$ cat config.mk
export PLATFORM = sky130hd
export DESIGN_NAME = pgfj_queue
export DESIGN_NICKNAME = d
export VERILOG_FILES = /design/src/rtl/core/pgfj_pkg.sv /design/src/rtl/core/pgfj_queue.sv
export SDC_FILE = /design/constraint.sdc
export NUM_CORES = 1
export LEC_CHECK = 0
export BUFFER_PORTS_ARGS = -buffer_cell sky130_fd_sc_hd__buf_2
export CAP_MARGIN = 20
export CORE_MARGIN = 8
export CORE_UTILIZATION = 56
export DETAILED_ROUTE_END_ITERATION = 10
export GPL_ROUTABILITY_DRIVEN = 0
export PLACE_DENSITY = 0.84
export SETUP_SLACK_MARGIN = 0.5
export SYNTH_ARGS = -nofsm -noshare
export SYNTH_HDL_FRONTEND = slang
export SYNTH_SLANG_ARGS = --single-unit
$ cat constraint.sdc
create_clock -name clk -period 33.9 [get_ports clk]
set_input_delay 0 -clock clk [delete_from_list [all_inputs] [get_ports clk]]
set_output_delay 0 -clock clk [all_outputs]
set_load 0.03 [all_outputs]
$ cat src/rtl/core/pgfj_pkg.sv
`timescale 1ns / 1ps
`default_nettype none

package pgfj_pkg;

    localparam int AXES     = 3;
    localparam int AXW      = 2;
    localparam int DIFFW    = 33;
    localparam int IDW      = 24;
    localparam int QDEPTH   = 2;
    localparam int DW       = 50;
    localparam int SW       = 51;
    localparam int SQNW     = DW + 16;
    localparam int ROOTW    = SQNW / 2;
    localparam int DENW     = DW + ROOTW;
    localparam int DIVSTEPS = 64;

    localparam logic OP_LOAD      = 1'b0;
    localparam logic OP_NEIGHBOUR = 1'b1;

    typedef enum logic [1:0] {
        KIND_LOAD,
        KIND_NEIGHBOUR,
        KIND_SKIP
    } kind_t;

    typedef struct packed {
        kind_t                        kind;
        logic                         last;
        logic [31:0]                  mass;
        logic [AXES-1:0][DIFFW-1:0]   dx;
        logic [AXES-1:0][DIFFW-1:0]   dv;
    } entry_t;

    typedef struct packed {
        logic [AXES-1:0][63:0] acc;
        logic [AXES-1:0][63:0] jerk;
        logic                  sat;
    } result_t;

    typedef enum logic [3:0] {
        ST_IDLE,
        ST_MUL_XX,
        ST_MUL_XV,
        ST_FLOOR,
        ST_ROOT,
        ST_DEN,
        ST_MUL_XS,
        ST_DIV_Q,
        ST_MUL_MA,
        ST_DIV_A,
        ST_MUL_MT,
        ST_DIV_J,
        ST_FINISH
    } state_t;

endpackage

`default_nettype wire

$ cat src/rtl/core/pgfj_queue.sv
`timescale 1ns / 1ps
`default_nettype none

module pgfj_queue
    import pgfj_pkg::*;
(
    input  logic   clk,
    input  logic   rst_n,
    input  logic   wr_en,
    input  entry_t wr_data,
    output logic   full,
    input  logic   rd_en,
    output entry_t rd_data,
    output logic   empty
);

    localparam int PW = (QDEPTH > 1) ? $clog2(QDEPTH) : 1;

    entry_t         mem_reg [QDEPTH];
    logic [PW-1:0]  wr_ptr_reg;
    logic [PW-1:0]  rd_ptr_reg;
    logic [PW:0]    count_reg;

    assign full    = (count_reg == (PW+1)'(QDEPTH));
    assign empty   = (count_reg == '0);
    assign rd_data = mem_reg[rd_ptr_reg];

    always_ff @(posedge clk)
    begin
        if (wr_en)
        begin
            mem_reg[wr_ptr_reg] <= wr_data;
        end
    end

    always_ff @(posedge clk or negedge rst_n)
    begin
        if (!rst_n)
        begin
            wr_ptr_reg <= '0;
            rd_ptr_reg <= '0;
            count_reg  <= '0;
        end
        else
        begin
            if (wr_en)
            begin
                wr_ptr_reg <= (wr_ptr_reg == PW'(QDEPTH - 1)) ? '0 : wr_ptr_reg + 1'b1;
            end
            if (rd_en)
            begin
                rd_ptr_reg <= (rd_ptr_reg == PW'(QDEPTH - 1)) ? '0 : rd_ptr_reg + 1'b1;
            end
            if (wr_en && !rd_en)
            begin
                count_reg <= count_reg + 1'b1;
            end
            else if (rd_en && !wr_en)
            begin
                count_reg <= count_reg - 1'b1;
            end
        end
    end

endmodule

`default_nettype wire

# Word-level counts from Yosys, hierarchy flattened
# Memory sizes are Yosys's and may differ from the RTL's.
# Cells that the tools add are included.
# word_totals
reg_bits,4
mem_bits_rw,466
elab_cells,21
mem_count,1
# mem_list
memory,words,width,rd,rd_clocked_by_memory_dff,wr,line,text
mem_reg,2,233,1,0,1,pgfj_queue.sv:19,entry_t mem_reg [QDEPTH];
# op_classes
addsub,4
eq_ne,1
muxes,6
reduce_logical,6
# op_table
operator,count
$mux W1,4
$mux W2,2
$add A1 B1 Y1 const B,2
$add A2 B1 Y2 const B,1
$eq A2 B2 Y1 const B,1
$logic_and A1 B1 Y1,2
$logic_not A1 Y1,2
$logic_not A2 Y1,1
$reduce_bool A2 Y1,1
$sub A2 B1 Y2 const B,1

# Logic depth before layout (Yosys ltp)
# logic_depth
ltp_word,4
mapped_depth,5

# Least setup slack after synthesis
# OpenSTA, ideal clock, no wires.
# synth_path
path_type,register to register
startpoint,register wr_ptr_reg
endpoint,"memory mem_reg[0][0] (netlist name), enable pin"
t_arrival_ns,10.670
required_ns,33.041
slack_ns,22.371
path_stages_with_launch,2
path_buffers,0
cell_sequence,dfrtp_1 -> nor2b_1
# synth_rtl
item,line,text
from (decl),pgfj_queue.sv:20,logic [PW-1:0] wr_ptr_reg;
from (signal assigned),pgfj_queue.sv:48,wr_ptr_reg <= (wr_ptr_reg == PW'(QDEPTH - 1)) ? '0 : wr_ptr_reg + 1'b1;
to (decl),pgfj_queue.sv:19,
# No word-level cell before the write port.

==> results.txt <==
Worst setup EP type: primary output
Seq cells post-synth: 470
WP buf/inv: 2
delay-heaviest family, CP: buffers and inverters
mux share of post-synthesis cell area: 18.3%
Worst-Margin Slew: 1100 ps
RSZ-0062 raised after global routing: false
PortBufs: 471
CTS tree: done
Initial Util: 56.4%
worst reg2reg path depth: 3
Hold EP: mem_reg[0][15]$_DFFE_PP_
critical path class: reg2out
cts bufs inserted: 46
r2r endpoint: mem_reg[1][144]$_DFFE_PP_
leakage power: 9.66 nW
commonest non-fill, non-tap cell in the layout: buf_2
Synth Net Count: 979
Seq. cell area: 14100 µm²
antenna violations before repair: 4
layout cells sized above 1: 51.4%
Setup violations, final: 0
overall routed net length: 46.3 mm
vias in the first global route: 11300
Slowest-stage cell, CP: buf_4
clk slew on worst S/H paths: 70 ps
Clock Latency Late Sink: 520 ps
drc violations: 0
Cells after Synth: 741
Power, Total: 2.09 mW
die width: 194 µm
max reg flops: 466
antenna-violating nets left: 0
via density per instance: 5.28
multi-input logic area: 3320 µm²
Post-Synth XOR/XNOR Area: 0.248%
CP Data Required Time: 33900 ps
Post-Synth Simple-Gate Area: 0.149%
compound-gate portion of the synthesized area: 0%
die area: 37500 µm²
Seq pwr share: 39.1%
routed len/inst: 24.1 µm
Int Power: 1.35 mW
core area: 31300 µm²
Min-Delay Path Depth: 2
Gate power share: 37.6%
skew final: 15.9 ps
status: complete, no violations
Synth Cell Area: 17700 µm²
kind of start point of the critical path: flop
largest net degree at the start of global routing: 122
Final Hold Viols: 0
Initial DRT Pass Iterations: 4
Net Sw Frac: 35.5%
Setup TNS: 0 ps
H-tree levels: 2
Hold/Removal Path Class: in2reg
final period utilization: 9.08%
Yosys cell types: 13
Max-Cap Viols: 0
CP max FO: 61
Slew Limit Fails: 0
Worst R2R Setup Slack: 30840 ps
dpl hpwl: 27.0 mm
max incr delay on CP: 940 ps
Syn Area/Cell: 23.8 µm²
Vias: 10100
worst r2r src: wr_ptr_reg$_DFFE_PN0P_
FMAX: 0.325 GHz
grt ovf: 0
CTS sink cnt: 470
worst vdd ir: 0.0994 mV
Synth Area in Adders: 0.0709%
first-pass GRT wire length: 68.6 mm
sequential share of the synthesized area: 79.8%
Die Y: 194 µm
Final Core Density: 77.1%
GRT Total Usage: 23.8%
Root Buffer: clkbuf_16
Area Overhead vs Synth: 36.8%
hold path startpoint: wr_data[15]
Rel. slew slack: 27.0%
Max Root-Sink Buffers: 3
Layout Nets: 1718
row count: 65
clock power share: 23.3%
pwr/cell area: 86.5 nW/µm²
I/O Pins: 472
largest family of logic cells by synthesized area: multiplexers
# fillers: 1589
synth warn: 0
Net Sw Power: 0.742 mW
Tmin final: 3080 ps
worst path cell trace: buf_4 -> mux2_2 -> buf_2
CP arrival: 3080 ps
commonest cells after routing, fill and taps aside: 471 x buf_2, 466 x edfxtp_1, 237 x dlygate4sd3_1
initial drt markers: 659
[timing repair]
action	CTS	global route
endpoints found under the setup margin	0	0
setup buffers	0	0
endpoints found under the hold margin	474	0
gates resized for setup	0	0
hold buffers	237	0
[cell type report]
class | count | share of cell area, %
antenna | 4 | 0.0414
clock buffer | 57 | 5.07
clock inverter | 24 | 0.782
inverter | 1 | 0.0155
multi-input combinational | 244 | 13.7
sequential | 470 | 58.4
tap | 402 | 2.08
timing repair buffer | 717 | 19.9
[logic make-up after synthesis]
kind of cell,count (synthesis)
xor gates and xnor gates,5
adders and majority gates,1
buffers and inverters,27
DFF,470
muxes,233
and+or+nand+nor,5
[cells in the mapped netlist]
master,number,area (µm²)
and2_1,1,6.26
buf_2,7,35.0
buf_6,19,214
dfrtp_1,4,100
edfxtp_1,466,14000
ha_1,1,12.5
inv_1,1,3.75
mux2_2,73,822
mux2_4,160,2400
nor2_1,2,7.51
nor2b_1,2,12.5
xnor2_1,1,8.76
xor2_1,4,35.0
[worst max-delay path by stage]
stage | from | to | slack, ps | depth (start not counted)
2_1_floorplan | wr_ptr_reg$_DFFE_PN0P_ | mem_reg[0][0]$_DFFE_PP_ | 22370 | 1
3_3_place_gp | wr_ptr_reg$_DFFE_PN0P_ | mem_reg[1][134]$_DFFE_PP_ | 30890 | 3
3_5_place_dp | wr_ptr_reg$_DFFE_PN0P_ | mem_reg[1][189]$_DFFE_PP_ | 30870 | 3
4_1_cts | rd_ptr_reg$_DFFE_PN0P_ | rd_data[217] | 30820 | 3
5_1_grt | rd_ptr_reg$_DFFE_PN0P_ | rd_data[217] | 30700 | 3
6_report | rd_ptr_reg$_DFFE_PN0P_ | rd_data[213] | 30820 | 3
[worst register-to-register path: stages (launching register included)]
cell and delay, ps:
dfrtp_1 440, and2_4 610, buf_4 660, buf_4 910
[through the flow]
| stage | hold slack [ps] | setup slack, ps | std cells | cell area, µm² |
|---|---|---|---|---|
| global route | 173 | 30700 | 1919 | 24200 |
| global placement | -187 | 30890 | 1597 | 20400 |
| detailed placement | -189 | 30870 | 1597 | 20400 |
| floorplan | -296 | 22370 | 741 | 17700 |
| CTS | 160 | 30820 | 1915 | 24100 |
| finish | 195 | 30820 | 1919 | 24200 |
[power by group through the flow]
stage	sequential, mW	combinational, mW	clock [mW]
2_1_floorplan	0.840	0.583	0
3_3_place_gp	0.816	0.748	0
3_5_place_dp	0.824	0.752	0
4_1_cts	0.813	0.778	0.487
5_1_grt	0.826	0.814	0.516
6_report	0.817	0.786	0.486
[metal layers]
layer | track usage [%] | wire [µm]
met3 | 5.94 | 3470
met5 | 0 | 0
met4 | 9.41 | 1660
met2 | 44.0 | 24900
met1 | 25.9 | 16300
Power figures use the tool's default switching activity.
