--- config.mk ---
export PLATFORM = sky130hd
export DESIGN_NAME = pgfj_front
export DESIGN_NICKNAME = d
export VERILOG_FILES = /design/src/rtl/core/pgfj_pkg.sv /design/src/rtl/core/pgfj_front.sv
export SDC_FILE = /design/constraint.sdc
export NUM_CORES = 1
export LEC_CHECK = 0
export ABC_AREA = 1
export BUFFER_PORTS_ARGS = -buffer_cell sky130_fd_sc_hd__buf_4
export CAP_MARGIN = 20
export CORE_ASPECT_RATIO = 1.75
export CORE_MARGIN = 5
export CORE_UTILIZATION = 60
export CTS_BUF_LIST = sky130_fd_sc_hd__clkbuf_4 sky130_fd_sc_hd__clkbuf_8
export CTS_CLUSTER_SIZE = 10
export DETAILED_ROUTE_END_ITERATION = 10
export GPL_TIMING_DRIVEN = 1
export PLACE_DENSITY = 0.84
export SLEW_MARGIN = 20
export SYNTH_ARGS = -nofsm -noshare
export SYNTH_HDL_FRONTEND = slang
export SYNTH_SLANG_ARGS = --single-unit
--- constraint.sdc ---
create_clock -name clk -period 7.1 [get_ports clk]
set_input_delay 2.13 -clock clk [delete_from_list [all_inputs] [get_ports clk]]
set_output_delay 2.13 -clock clk [all_outputs]
set_load 0.03 [all_outputs]
--- src/rtl/core/pgfj_pkg.sv ---
`timescale 1ns / 1ps
`default_nettype none

package pgfj_pkg;

    localparam int AXES     = 3;
    localparam int AXW      = 2;
    localparam int DIFFW    = 33;
    localparam int IDW      = 24;
    localparam int QDEPTH   = 2;
    localparam int DW       = 50;
    localparam int SW       = 51;
    localparam int SQNW     = DW + 16;
    localparam int ROOTW    = SQNW / 2;
    localparam int DENW     = DW + ROOTW;
    localparam int DIVSTEPS = 64;

    localparam logic OP_LOAD      = 1'b0;
    localparam logic OP_NEIGHBOUR = 1'b1;

    typedef enum logic [1:0] {
        KIND_LOAD,
        KIND_NEIGHBOUR,
        KIND_SKIP
    } kind_t;

    typedef struct packed {
        kind_t                        kind;
        logic                         last;
        logic [31:0]                  mass;
        logic [AXES-1:0][DIFFW-1:0]   dx;
        logic [AXES-1:0][DIFFW-1:0]   dv;
    } entry_t;

    typedef struct packed {
        logic [AXES-1:0][63:0] acc;
        logic [AXES-1:0][63:0] jerk;
        logic                  sat;
    } result_t;

    typedef enum logic [3:0] {
        ST_IDLE,
        ST_MUL_XX,
        ST_MUL_XV,
        ST_FLOOR,
        ST_ROOT,
        ST_DEN,
        ST_MUL_XS,
        ST_DIV_Q,
        ST_MUL_MA,
        ST_DIV_A,
        ST_MUL_MT,
        ST_DIV_J,
        ST_FINISH
    } state_t;

endpackage

`default_nettype wire

--- src/rtl/core/pgfj_front.sv ---
`timescale 1ns / 1ps
`default_nettype none

module pgfj_front
    import pgfj_pkg::*;
#(
    parameter int DIMENSIONS = 3
)
(
    input  logic                   clk,
    input  logic                   rst_n,
    input  logic                   push,
    output logic                   full,
    input  logic                   opcode,
    input  logic [IDW-1:0]         particle_id,
    input  logic [AXES-1:0][31:0]  pos,
    input  logic [AXES-1:0][31:0]  vel,
    input  logic [31:0]            mass,
    input  logic                   last,
    output logic                   q_wr,
    output entry_t                 q_data,
    input  logic                   q_full
);

    logic [AXES-1:0][31:0] tpos_reg;
    logic [AXES-1:0][31:0] tvel_reg;
    logic [IDW-1:0]        tid_reg;

    assign full = q_full;
    assign q_wr = push && !q_full;

    always_comb
    begin
        if (opcode == OP_LOAD)
        begin
            q_data.kind = KIND_LOAD;
        end
        else if (particle_id == tid_reg)
        begin
            q_data.kind = KIND_SKIP;
        end
        else
        begin
            q_data.kind = KIND_NEIGHBOUR;
        end
        q_data.last = last;
        q_data.mass = mass;
        for (int k = 0; k < AXES; k++)
        begin
            if (k < DIMENSIONS)
            begin
                q_data.dx[k] = {pos[k][31], pos[k]} - {tpos_reg[k][31], tpos_reg[k]};
                q_data.dv[k] = {vel[k][31], vel[k]} - {tvel_reg[k][31], tvel_reg[k]};
            end
            else
            begin
                q_data.dx[k] = '0;
                q_data.dv[k] = '0;
            end
        end
    end

    always_ff @(posedge clk or negedge rst_n)
    begin
        if (!rst_n)
        begin
            tpos_reg <= '0;
            tvel_reg <= '0;
            tid_reg  <= '0;
        end
        else if (q_wr && opcode == OP_LOAD)
        begin
            tid_reg <= particle_id;
            for (int k = 0; k < AXES; k++)
            begin
                tpos_reg[k] <= (k < DIMENSIONS) ? pos[k] : 32'd0;
                tvel_reg[k] <= (k < DIMENSIONS) ? vel[k] : 32'd0;
            end
        end
    end

endmodule

`default_nettype wire

Word level (Yosys, flattened, before mapping)
Index checks and enable logic that the tools add are counted.
Operators by class
  add/sub/neg operators: 6
  equality and inequality tests: 1
  muxes and demuxes: 2
  bitwise gates (word level): 1
  reductions and logical operators: 3
Operators with widths (number)
  $sub 32x32->33: 6
  $eq 24x24->1: 1
  $mux 2: 2
  $logic_and 1x1->1: 2
  $logic_not 1->1: 1
  $not 1->1: 1
Word-level totals
  flip-flop bits (word level): 216
  input bits: 254
  output and inout port bits: 235
  word-level logic and storage cells: 20

Longest topological paths before layout
Gate-level depths: netlist (run 1).
  depth in word-level cells: 3
  mapped depth: 14
  mapped depth without buffers: 14

Least setup slack after synthesis (run 1)
Ideal clock, no wire load.
  kind: input-to-output
  start point: in pos[64] (netlist name)
  end point: out q_data[181] (netlist name)
  arrival: 3.758 ns
  data required time: 4.970 ns
  path slack: 1.212 ns
  stages: 11
  path buffers: 0
  cells stage by stage: inv_1 -> ha_1 -> fa_1 -> inv_1 -> nand2_1 -> nand2_1 -> nand3_1 -> nand2_2 -> nand2_2 -> nand2_2 -> xor2_1
RTL lines
  start: declaration: RTL line pgfj_front.sv:16  | input logic [AXES-1:0][31:0] pos,
  end: declaration: RTL line pgfj_front.sv:21  | output entry_t q_data,

==> results.toml, run 1 <==
[placed_design]
placed_cell_area_mm2 = 0.02714
io_buffers = 422
routabilityCongestion = 0.9928
detailed_place_hpwl_um = 61960

[job]
cap_violations = 0

[setup_path]
cp_max_fo = 3
worstSetupPathType = "input port to output pin"
required_ns = 4.97
crit_chain = "buf_4 > inv_1 > ha_1 > fa_1 > inv_1 > nand2_1 > nand3_1 > nand2_1 > nand2_2 > xor2_1 > buf_4"
r2r_setup_slack_ns = 6.32
crit_arrival_ns = 4.07
crit_path_top_delay_cell = "fa_1"
endpoint_kind = "output pin"
startpoint_type = "input port"
critical_path.max_stage_delay_ns = 0.41

[power_and_ir_drop]
ir_drop_mv = 0.2807
power.leakage_nw = 18.26
powerDensity_mw_per_mm2 = 266.7

[logic_synthesis]
ys.flop_type = "dfrtp_1"
syn-mean-instance-area_um2 = 5.818
yosysSeqAreaShare = 0.2270
yosys_warnings = 0
async_reset_ff_frac = 1.000
ys_types = 28
synth_area_mm2 = 0.02381
ys_seq_elements = 216
synth-edff-count = 0
postSynthNetCount = 4544
synthCells = 4092

[layout]
syn_to_final_growth_pct = 17.22
final_common_cell = "nand2_1"
finish.instance_area_mm2 = 0.02791
fill_cells = 3715
drive_gt1_frac = 0.1350
fin_nets = 4928
regArea_mm2 = 0.005405
layout_common_cells = "nand2_1 (1477), inv_1 (954), nor2_1 (424)"
multiInputGateArea_mm2 = 0.01431

[clocking]
post_cts_resized = 0
clock_latency_ns = 0.56
cts_tree = "done"
cts_sinks = 216
cts_setup_buffers = 0
clk_pin_slew_ns = 0.06
cts_root_buffer = "clkbuf_8"
cts_hold_buffers = 0
cts_buffers = 38
h-tree-depth = 2
cts_buffer_depth = 3

[drt]
ant_nets = 0
drc = 0
vias = 25000
wl_um = 74200
drt_iter0_markers = 1157
detail_route.wl_per_cell_um = 14.87
post_drt_via_cell_ratio = 5.010
drt-pass1-iter-count = 6

[global_route]
grt_start_max_net_pins = 167
busiest_layer = "met2"
globalRouteOverflowTotal = 0
use_met3 = 0.07157
grt_pass1_vias = 24760
use_met2 = 0.6376
grt_pass1_wl_um = 117100
grtUsageTotal = 0.3283
use_met1 = 0.3008
antenna_found_initial = 4

[floorplanning]
core_area_mm2 = 0.03928
io_pins = 489
start_util = 0.6061
die_area_mm2 = 0.04392
die_w_um = 160.6
die_h_um = 273.5
fp-row-count = 96

[timing]
slew-limit-headroom = 0.4928
setup_viol = 0
tns_ns = 0
maxSlewViolCount = 0
worst_pin_slew_ns = 0.7607
hold_viol_final = 0
rsz0062_at_grt = "false"
fin_crit_sh = 0.8739
clock_skew_ns = 0
timing.fmax_mhz = 161.2
period_minus_slack_ns = 6.205

[outcome]
outcome = "complete, no violations"

[hold_path]
worst_hold_path_type = "flop to flop"
## cells in the mapped netlist, types with 18 or more instances
| master | n | area share |
|---|---|---|
| mux2_4 | 18 | 0.011 |
| nand2_1 | 1477 | 0.23 |
| xor2_1 | 78 | 0.029 |
| nand4_1 | 30 | 0.0079 |
| nand3_1 | 133 | 0.028 |
| nor2_1 | 424 | 0.067 |
| buf_2 | 20 | 0.0042 |
| a21oi_1 | 290 | 0.061 |
| inv_1 | 954 | 0.15 |
| ha_1 | 192 | 0.10 |
| dfrtp_1 | 216 | 0.23 |
| nand2_2 | 64 | 0.017 |
| xnor2_1 | 36 | 0.013 |
| buf_4 | 40 | 0.013 |
## report_power, final
group / internal, W / switching (W) / total (W)
registers: 0.00143 / 0.0000710 / 0.00150
clock network: 0.000671 / 0.000556 / 0.00123
logic: 0.00160 / 0.00312 / 0.00472
## through the flow
step                      cells  setup slack [ns]  hold WS, ns    util  power (W)
final                      4990            0.8954       0.4991  0.7105   0.007443
after global routing       4990            0.7935       0.5255  0.7105   0.007968
after CTS                  4987            0.9303       0.4981  0.7103   0.007462
after detailed placement   4926            0.9433       0.4835  0.6909   0.006199
after global placement     4926            0.9451       0.4739  0.6909   0.006153
after floorplan            4092             1.212       0.4570       -   0.004648
## layer usage
| layer | wire length [µm] | part of all wire |
|---|---|---|
| met5 | 14 | 0.00019 |
| met4 | 5679 | 0.077 |
| met3 | 4843 | 0.065 |
| met2 | 39030 | 0.53 |
| met1 | 24630 | 0.33 |
## final timing paths
check / startpoint / to / cells past startpoint
worst max-delay path: pos[32] / q_data[146] / 11
worst min-delay path: tpos_reg[0] / tpos_reg[0] / 2
worst max register to register: tid_reg[22] / tid_reg[22] / 1
worst min register to register: tpos_reg[0] / tpos_reg[0] / 2
max in group asynchronous: rst_n / tpos_reg[15] / 2
min in group asynchronous: rst_n / tid_reg[4] / 1
## final cells by class
cell class | count | area share
sequential | 216 | 0.1937
multi-input combinational | 2840 | 0.5127
clock inverter | 10 | 0.003766
timing repair buffer | 426 | 0.1158
inverter | 954 | 0.1283
antenna | 3 | 0.0002690
tap | 490 | 0.02197
clock buffer | 51 | 0.02358
## worst max-delay path, delay by kind of cell
kind,cells,cell delay [ns]
xor gates and xnor gates,1,0.36
adders and majority gates,2,0.67
buffers and inverters,4,0.47
and+or+nand+nor,4,0.42
## kinds of logic after synthesis
group           after synthesis  share of synthesized area
mux                          24                    0.01419
buf+inv                    1036                     0.1726
xor+xnor                    114                    0.04194
compound gates              327                    0.07205
simple gates               2177                     0.3663
flops                       216                     0.2270
fa+ha+maj                   198                     0.1059
(Power assumes the default switching activity.)
==> inputs of run 2 (changes only) <==
Settings changed: CORE_ASPECT_RATIO 1.75 to 2, RECOVER_POWER from default to 50.
==> run 2 against run 1 <==
The run now ends with max-capacitance violations, max-slew violations left. Clock skew stayed put. Routed wire length is 5.5% higher. Clock power is 7% higher. Largest cell class unchanged. Flip-flop and latch count stayed put. Highest routed layer is now met4. Worst setup slack worse by 0.010 ns. Maximum frequency is 0.17% lower. Critical endpoint is now q_data[49].
==> results.toml, run 2 (same netlist as run 1, synthesis figures left out) <==
[outcome]
outcome = "finished, violations left"
failed_checks = "max-capacitance violations, max-slew violations"

[clocking]
post_cts_resized = 0
h-tree-depth = 2
cts_setup_buffers = 0
cts_root_buffer = "clkbuf_8"
clk_pin_slew_ns = 0.06
cts_buffers = 37
clock_latency_ns = 0.57
cts_hold_buffers = 0
cts_sinks = 216
cts_buffer_depth = 3
cts_tree = "done"

[global_route]
grt_pass1_vias = 25650
globalRouteOverflowTotal = 0
grt_start_max_net_pins = 161
grtUsageTotal = 0.3483
grt_pass1_wl_um = 121700
antenna_found_initial = 7

[floorplanning]
die_w_um = 150.9
fp-row-count = 103
core_area_mm2 = 0.03944
die_area_mm2 = 0.04401
io_pins = 489
die_h_um = 291.7
start_util = 0.6037

[setup_path]
worstReg2RegStart = "tpos_reg[1]"
required_ns = 4.97
cp_max_fo = 3
crit_path_start = "vel[32]"
r2r_setup_slack_ns = 6.25
crit_chain = "buf_4 > inv_1 > ha_1 > fa_1 > inv_1 > nand2_1 > nand2_1 > nand3_1 > nand2_2 > nand2_1 > nand2_2 > xor2_1 > buf_4"
critical_path.max_stage_delay_ns = 0.43
endpoint_kind = "output pin"
crit_arrival_ns = 4.08
crit_top_cell = "nand2_1"
startpoint_type = "input port"
crit_path_top_delay_cell = "fa_1"
worstSetupPathType = "input port to output pin"

[drt]
ant_nets = 0
drc = 0
detail_route.wl_per_cell_um = 15.55
dr_wl_met2_um = 40940
top_layer = "met4"
vias = 25240
wl_met1_um = 23920
wl_um = 78280
post_drt_via_cell_ratio = 5.014
drt-pass1-iter-count = 7
drt_iter0_markers = 937
dr_wl_met3_um = 5812

[power_and_ir_drop]
power.leakage_nw = 18.25
p_sw_frac = 0.5053
p_seq_frac = 0.198
powerDensity_mw_per_mm2 = 270.9
p_sw_w = 0.003828
p_comb_frac = 0.629
p_int_w = 0.003747
ir_drop_mv = 0.2465
pwr-share-clk = 0.173

[timing]
clock_skew_ns = 0
setup_viol = 0
worst_pin_slew_ns = 2.848
hold_viol_final = 0
period_minus_slack_ns = 6.215
rsz0062_at_grt = "false"
fin_crit_sh = 0.8753
maxSlewViolCount = 305
tns_ns = 0
timing.fmax_mhz = 160.9
slew-limit-headroom = -0.8988

[placed_design]
placed_cell_area_mm2 = 0.02718
routabilityCongestion = 1.011
detailed_place_hpwl_um = 65440
io_buffers = 422

[job]
cap_violations = 3

[layout]
layout_common_cells = "nand2_1 (1477), inv_1 (954), nor2_1 (425)"
drive_gt1_frac = 0.1341
fin_nets = 4927
final_common_cell = "nand2_1"
syn_to_final_growth_pct = 17.47
finish.instance_area_mm2 = 0.02797

[hold_path]
worst_hold_path_type = "flop to flop"
min_from = "tvel_reg[0]"
==> run 2: cell count changes in the layout (fill, tap and decap cells not counted), moves of 2 or more <==
| cell | previous run | this run |
|---|---|---|
| diode_2 | 3 | 6 |
| clkinv_2 | 6 | 2 |
| mux2_1 | 0 | 7 |
| mux2_4 | 18 | 11 |
| clkbuf_8 | 44 | 50 |
| clkbuf_4 | 7 | 13 |
| buf_4 | 423 | 421 |
==> run 2: path summary, 6_finish.rpt <==
kind / end / cells past startpoint
setup / recovery: q_data[49] / 13
hold / removal: tvel_reg[0] / 2
setup reg to reg: tpos_reg[1] / 2
hold reg to reg: tvel_reg[0] / 2
max in group asynchronous: tpos_reg[44] / 1
min in group asynchronous: tpos_reg[79] / 1
==> run 2: final cells by class <==
cell class,instances,area [µm²]
multi-input combinational,2840,14260
fill,3777,11470
sequential,216,5405
inverter,954,3581
timing repair buffer,426,3217
clock buffer,62,778.2
tap,525,656.9
clock inverter,5,55.05
antenna,6,15.01
==> run 2: layer usage <==
layer  up-vias  GRT usage
met3       380    0.09224
met2       807     0.6592
li1      12890          -
met5         -          0
met1     11170     0.2892
met4         0     0.2837
==> run 2: metrics by stage <==
step / utilization / cells / setup WS (ns) / hold WS, ns / total power [W]
after detailed placement: 0.6893 / 4961 / 0.9388 / 0.4833 / 0.006243
final: 0.7092 / 5034 / 0.8851 / 0.4967 / 0.007575
after global placement: 0.6893 / 4961 / 0.9520 / 0.4728 / 0.006194
after global routing: 0.7091 / 5032 / 0.7205 / 0.5259 / 0.008071
after CTS: 0.7104 / 5028 / 0.9211 / 0.4974 / 0.007578
after floorplan: - / 4092 / 1.212 / 0.4570 / 0.004648
==> run 2: critical path: cells and delay by family <==
kind	cells	cell delay [ns]
buf+inv	4	0.46
fa+ha+maj	2	0.68
xor+xnor	1	0.30
simple gates	6	0.51
==> run 2: power groups by stage <==
stage / Combinational [W] / Sequential, W / Clock, W
3_5_place_dp: 0.00472 / 0.00152 / 0
5_1_grt: 0.00517 / 0.00152 / 0.00138
6_report: 0.00476 / 0.00150 / 0.00131
2_1_floorplan: 0.00315 / 0.00150 / 0
4_1_cts: 0.00474 / 0.00150 / 0.00133
3_3_place_gp: 0.00468 / 0.00151 / 0
==> inputs of run 3 (changes only) <==
==> constraint.sdc (replaced) <==
create_clock -name clk -period 7.1 [get_ports clk]
set_input_delay 0.71 -clock clk [delete_from_list [all_inputs] [get_ports clk]]
set_output_delay 0.71 -clock clk [all_outputs]
set_load 0.03 [all_outputs]
==> run 3 against run 2 <==
The flow still finishes with violations (max-capacitance violations, max-slew violations). Global-route usage up 0.11 points. Worst hold slack worse by 0.40 ns. Register-to-register slack worse by 0.06 ns. Routed wire length about the same. Clock power up 18%. Non-clock buffer count down 1. Power up 3.1%. Cell count about the same. Sequential share of layout area down 0.064 points. Final area up 0.33%. Flip-flop and latch count unchanged. Maximum frequency up 39%. Largest power group unchanged.
==> results.toml, run 3 (same netlist as run 1, synthesis figures left out) <==
[outcome]
outcome = "finished, violations left"
failed_checks = "max-capacitance violations, max-slew violations"

[global_route]
grt_pass1_wl_um = 122300
grt_pass1_vias = 25650
grtUsageTotal = 0.3494
grt_start_max_net_pins = 191
globalRouteOverflowTotal = 0
antenna_found_initial = 6

[layout]
final_common_cell = "nand2_1"
drive_gt1_frac = 0.1319
fill_cells = 3714
final_core_util = 0.7116
syn_to_final_growth_pct = 17.86
layout_common_cells = "nand2_1 (1477), inv_1 (954), nor2_1 (425)"
instances_no_fill = 5033
fin_nets = 4926

[floorplanning]
die_w_um = 150.9
die_h_um = 291.7
start_util = 0.6037
die_area_mm2 = 0.04401
core_area_mm2 = 0.03944
io_pins = 489
fp-row-count = 103

[clocking]
clock_latency_ns = 0.57
cts_sinks = 216
cts_buffers = 37
cts_root_buffer = "clkbuf_8"
cts_tree = "done"
cts_setup_buffers = 0
cts_hold_buffers = 0
h-tree-depth = 2
post_cts_resized = 0
cts_buffer_depth = 3
clk_pin_slew_ns = 0.07

[setup_path]
cp_num_buf_inv = 2
endpoint_kind = "flop"
crit_arrival_ns = 4.77
startpoint_type = "input port"
crit_path_top_delay_cell = "clkbuf_2"
cp_max_fo = 190
crit_chain = "clkbuf_1 > nor2_1 > nand2_8 > clkbuf_2 > a21oi_1"
required_ns = 7.40
worst_r2r_endpoint = "tpos_reg[1]"
r2r_setup_slack_ns = 6.19
worstSetupPathType = "input port to flop"
ff2ff_path_depth = 2
path_delay_family = "buffers and inverters"
worstReg2RegStart = "tpos_reg[1]"
critical_path.max_stage_delay_ns = 2.64

[power_and_ir_drop]
p_sw_frac = 0.4961
pwr-share-clk = 0.197
p_sw_w = 0.003874
p_int_w = 0.003934
power.leakage_nw = 18.25
p_comb_frac = 0.610
p_seq_frac = 0.192
powerDensity_mw_per_mm2 = 278.2
ir_drop_mv = 0.3249

[drt]
detail_route.wl_per_cell_um = 15.56
ant_nets = 0
drt-pass1-iter-count = 5
post_drt_via_cell_ratio = 5.055
drt_iter0_markers = 1068
wl_um = 78330
drc = 0
vias = 25440

[timing]
rsz0062_at_grt = "false"
fin_crit_sh = 0.6292
setup_viol = 0
setup_ws_ns = 2.633
hold_viol_final = 0
maxSlewViolCount = 312
clock_skew_ns = 0
slew-limit-headroom = -1.457
timing.fmax_mhz = 223.9
worst_pin_slew_ns = 3.685
tns_ns = 0
period_minus_slack_ns = 4.467

[placed_design]
placed_cells = 4960
detailed_place_hpwl_um = 64650
routabilityCongestion = 1.035
io_buffers = 422
pre_cts_ws_ns = 3.794

[job]
cap_violations = 2

[hold_path]
worst_hold_path_type = "input port to asynchronous set/reset pin"
[run 3: cell count changes in the layout (fill, tap and decap cells not counted), sizes merged]
cell      delta
buf          -4
bufinv       +8
clkbuf      -12
clkinv       +5
clkinvlp     +2
[run 3: cell type report]
cell class | count | area (µm²) | share of cell area
multi-input cells | 2840 | 14250 | 0.5079
well taps | 525 | 656.9 | 0.02341
clock inverters | 20 | 339.1 | 0.01208
diodes | 6 | 15.01 | 0.0005351
flip-flops and latches | 216 | 5405 | 0.1926
repair buffers | 425 | 3178 | 0.1133
clock buffers | 47 | 634.4 | 0.02261
inverters | 954 | 3581 | 0.1276
[run 3: worst max-delay path by stage]
stage                            start           end  slack [ns]  depth (start not counted)
after global routing            q_full  tpos_reg[39]        2.17                          6
final                           q_full  tvel_reg[24]        2.63                          5
after CTS                 tvel_reg[32]    q_data[49]        3.57                         11
after floorplan                pos[64]   q_data[181]        4.05                         11
after detailed placement       vel[32]    q_data[49]        3.79                         13
after global placement         vel[32]    q_data[49]        3.81                         13
[run 3: metal layers]
metal | wire, µm | GRT usage | up-vias
met5 | 0 | 0 | -
met4 | 7492 | 0.2845 | 0
met3 | 6305 | 0.09984 | 383
met2 | 40760 | 0.6565 | 863
met1 | 23770 | 0.2897 | 11300
li1 | - | - | 12890
[run 3: power by group through the flow]
stage,sequential [W],clock (W),combinational (W)
detailed placement,0.00152,0,0.00472
finish,0.00150,0.00154,0.00477
global route,0.00152,0.00161,0.00518
global placement,0.00151,0,0.00467
CTS,0.00150,0.00156,0.00474
floorplan,0.00150,0,0.00315
[run 3: through the flow]
step / cell area, µm² / total power (W) / hold WS [ns]
final: 28060 / 0.007808 / 0.09521
after global routing: 28060 / 0.008305 / 0.1825
after CTS: 28150 / 0.007804 / 0.1460
after detailed placement: 27170 / 0.006239 / 0.4863
after global placement: 27170 / 0.006185 / 0.4717
after floorplan: 23810 / 0.004648 / 0.4144
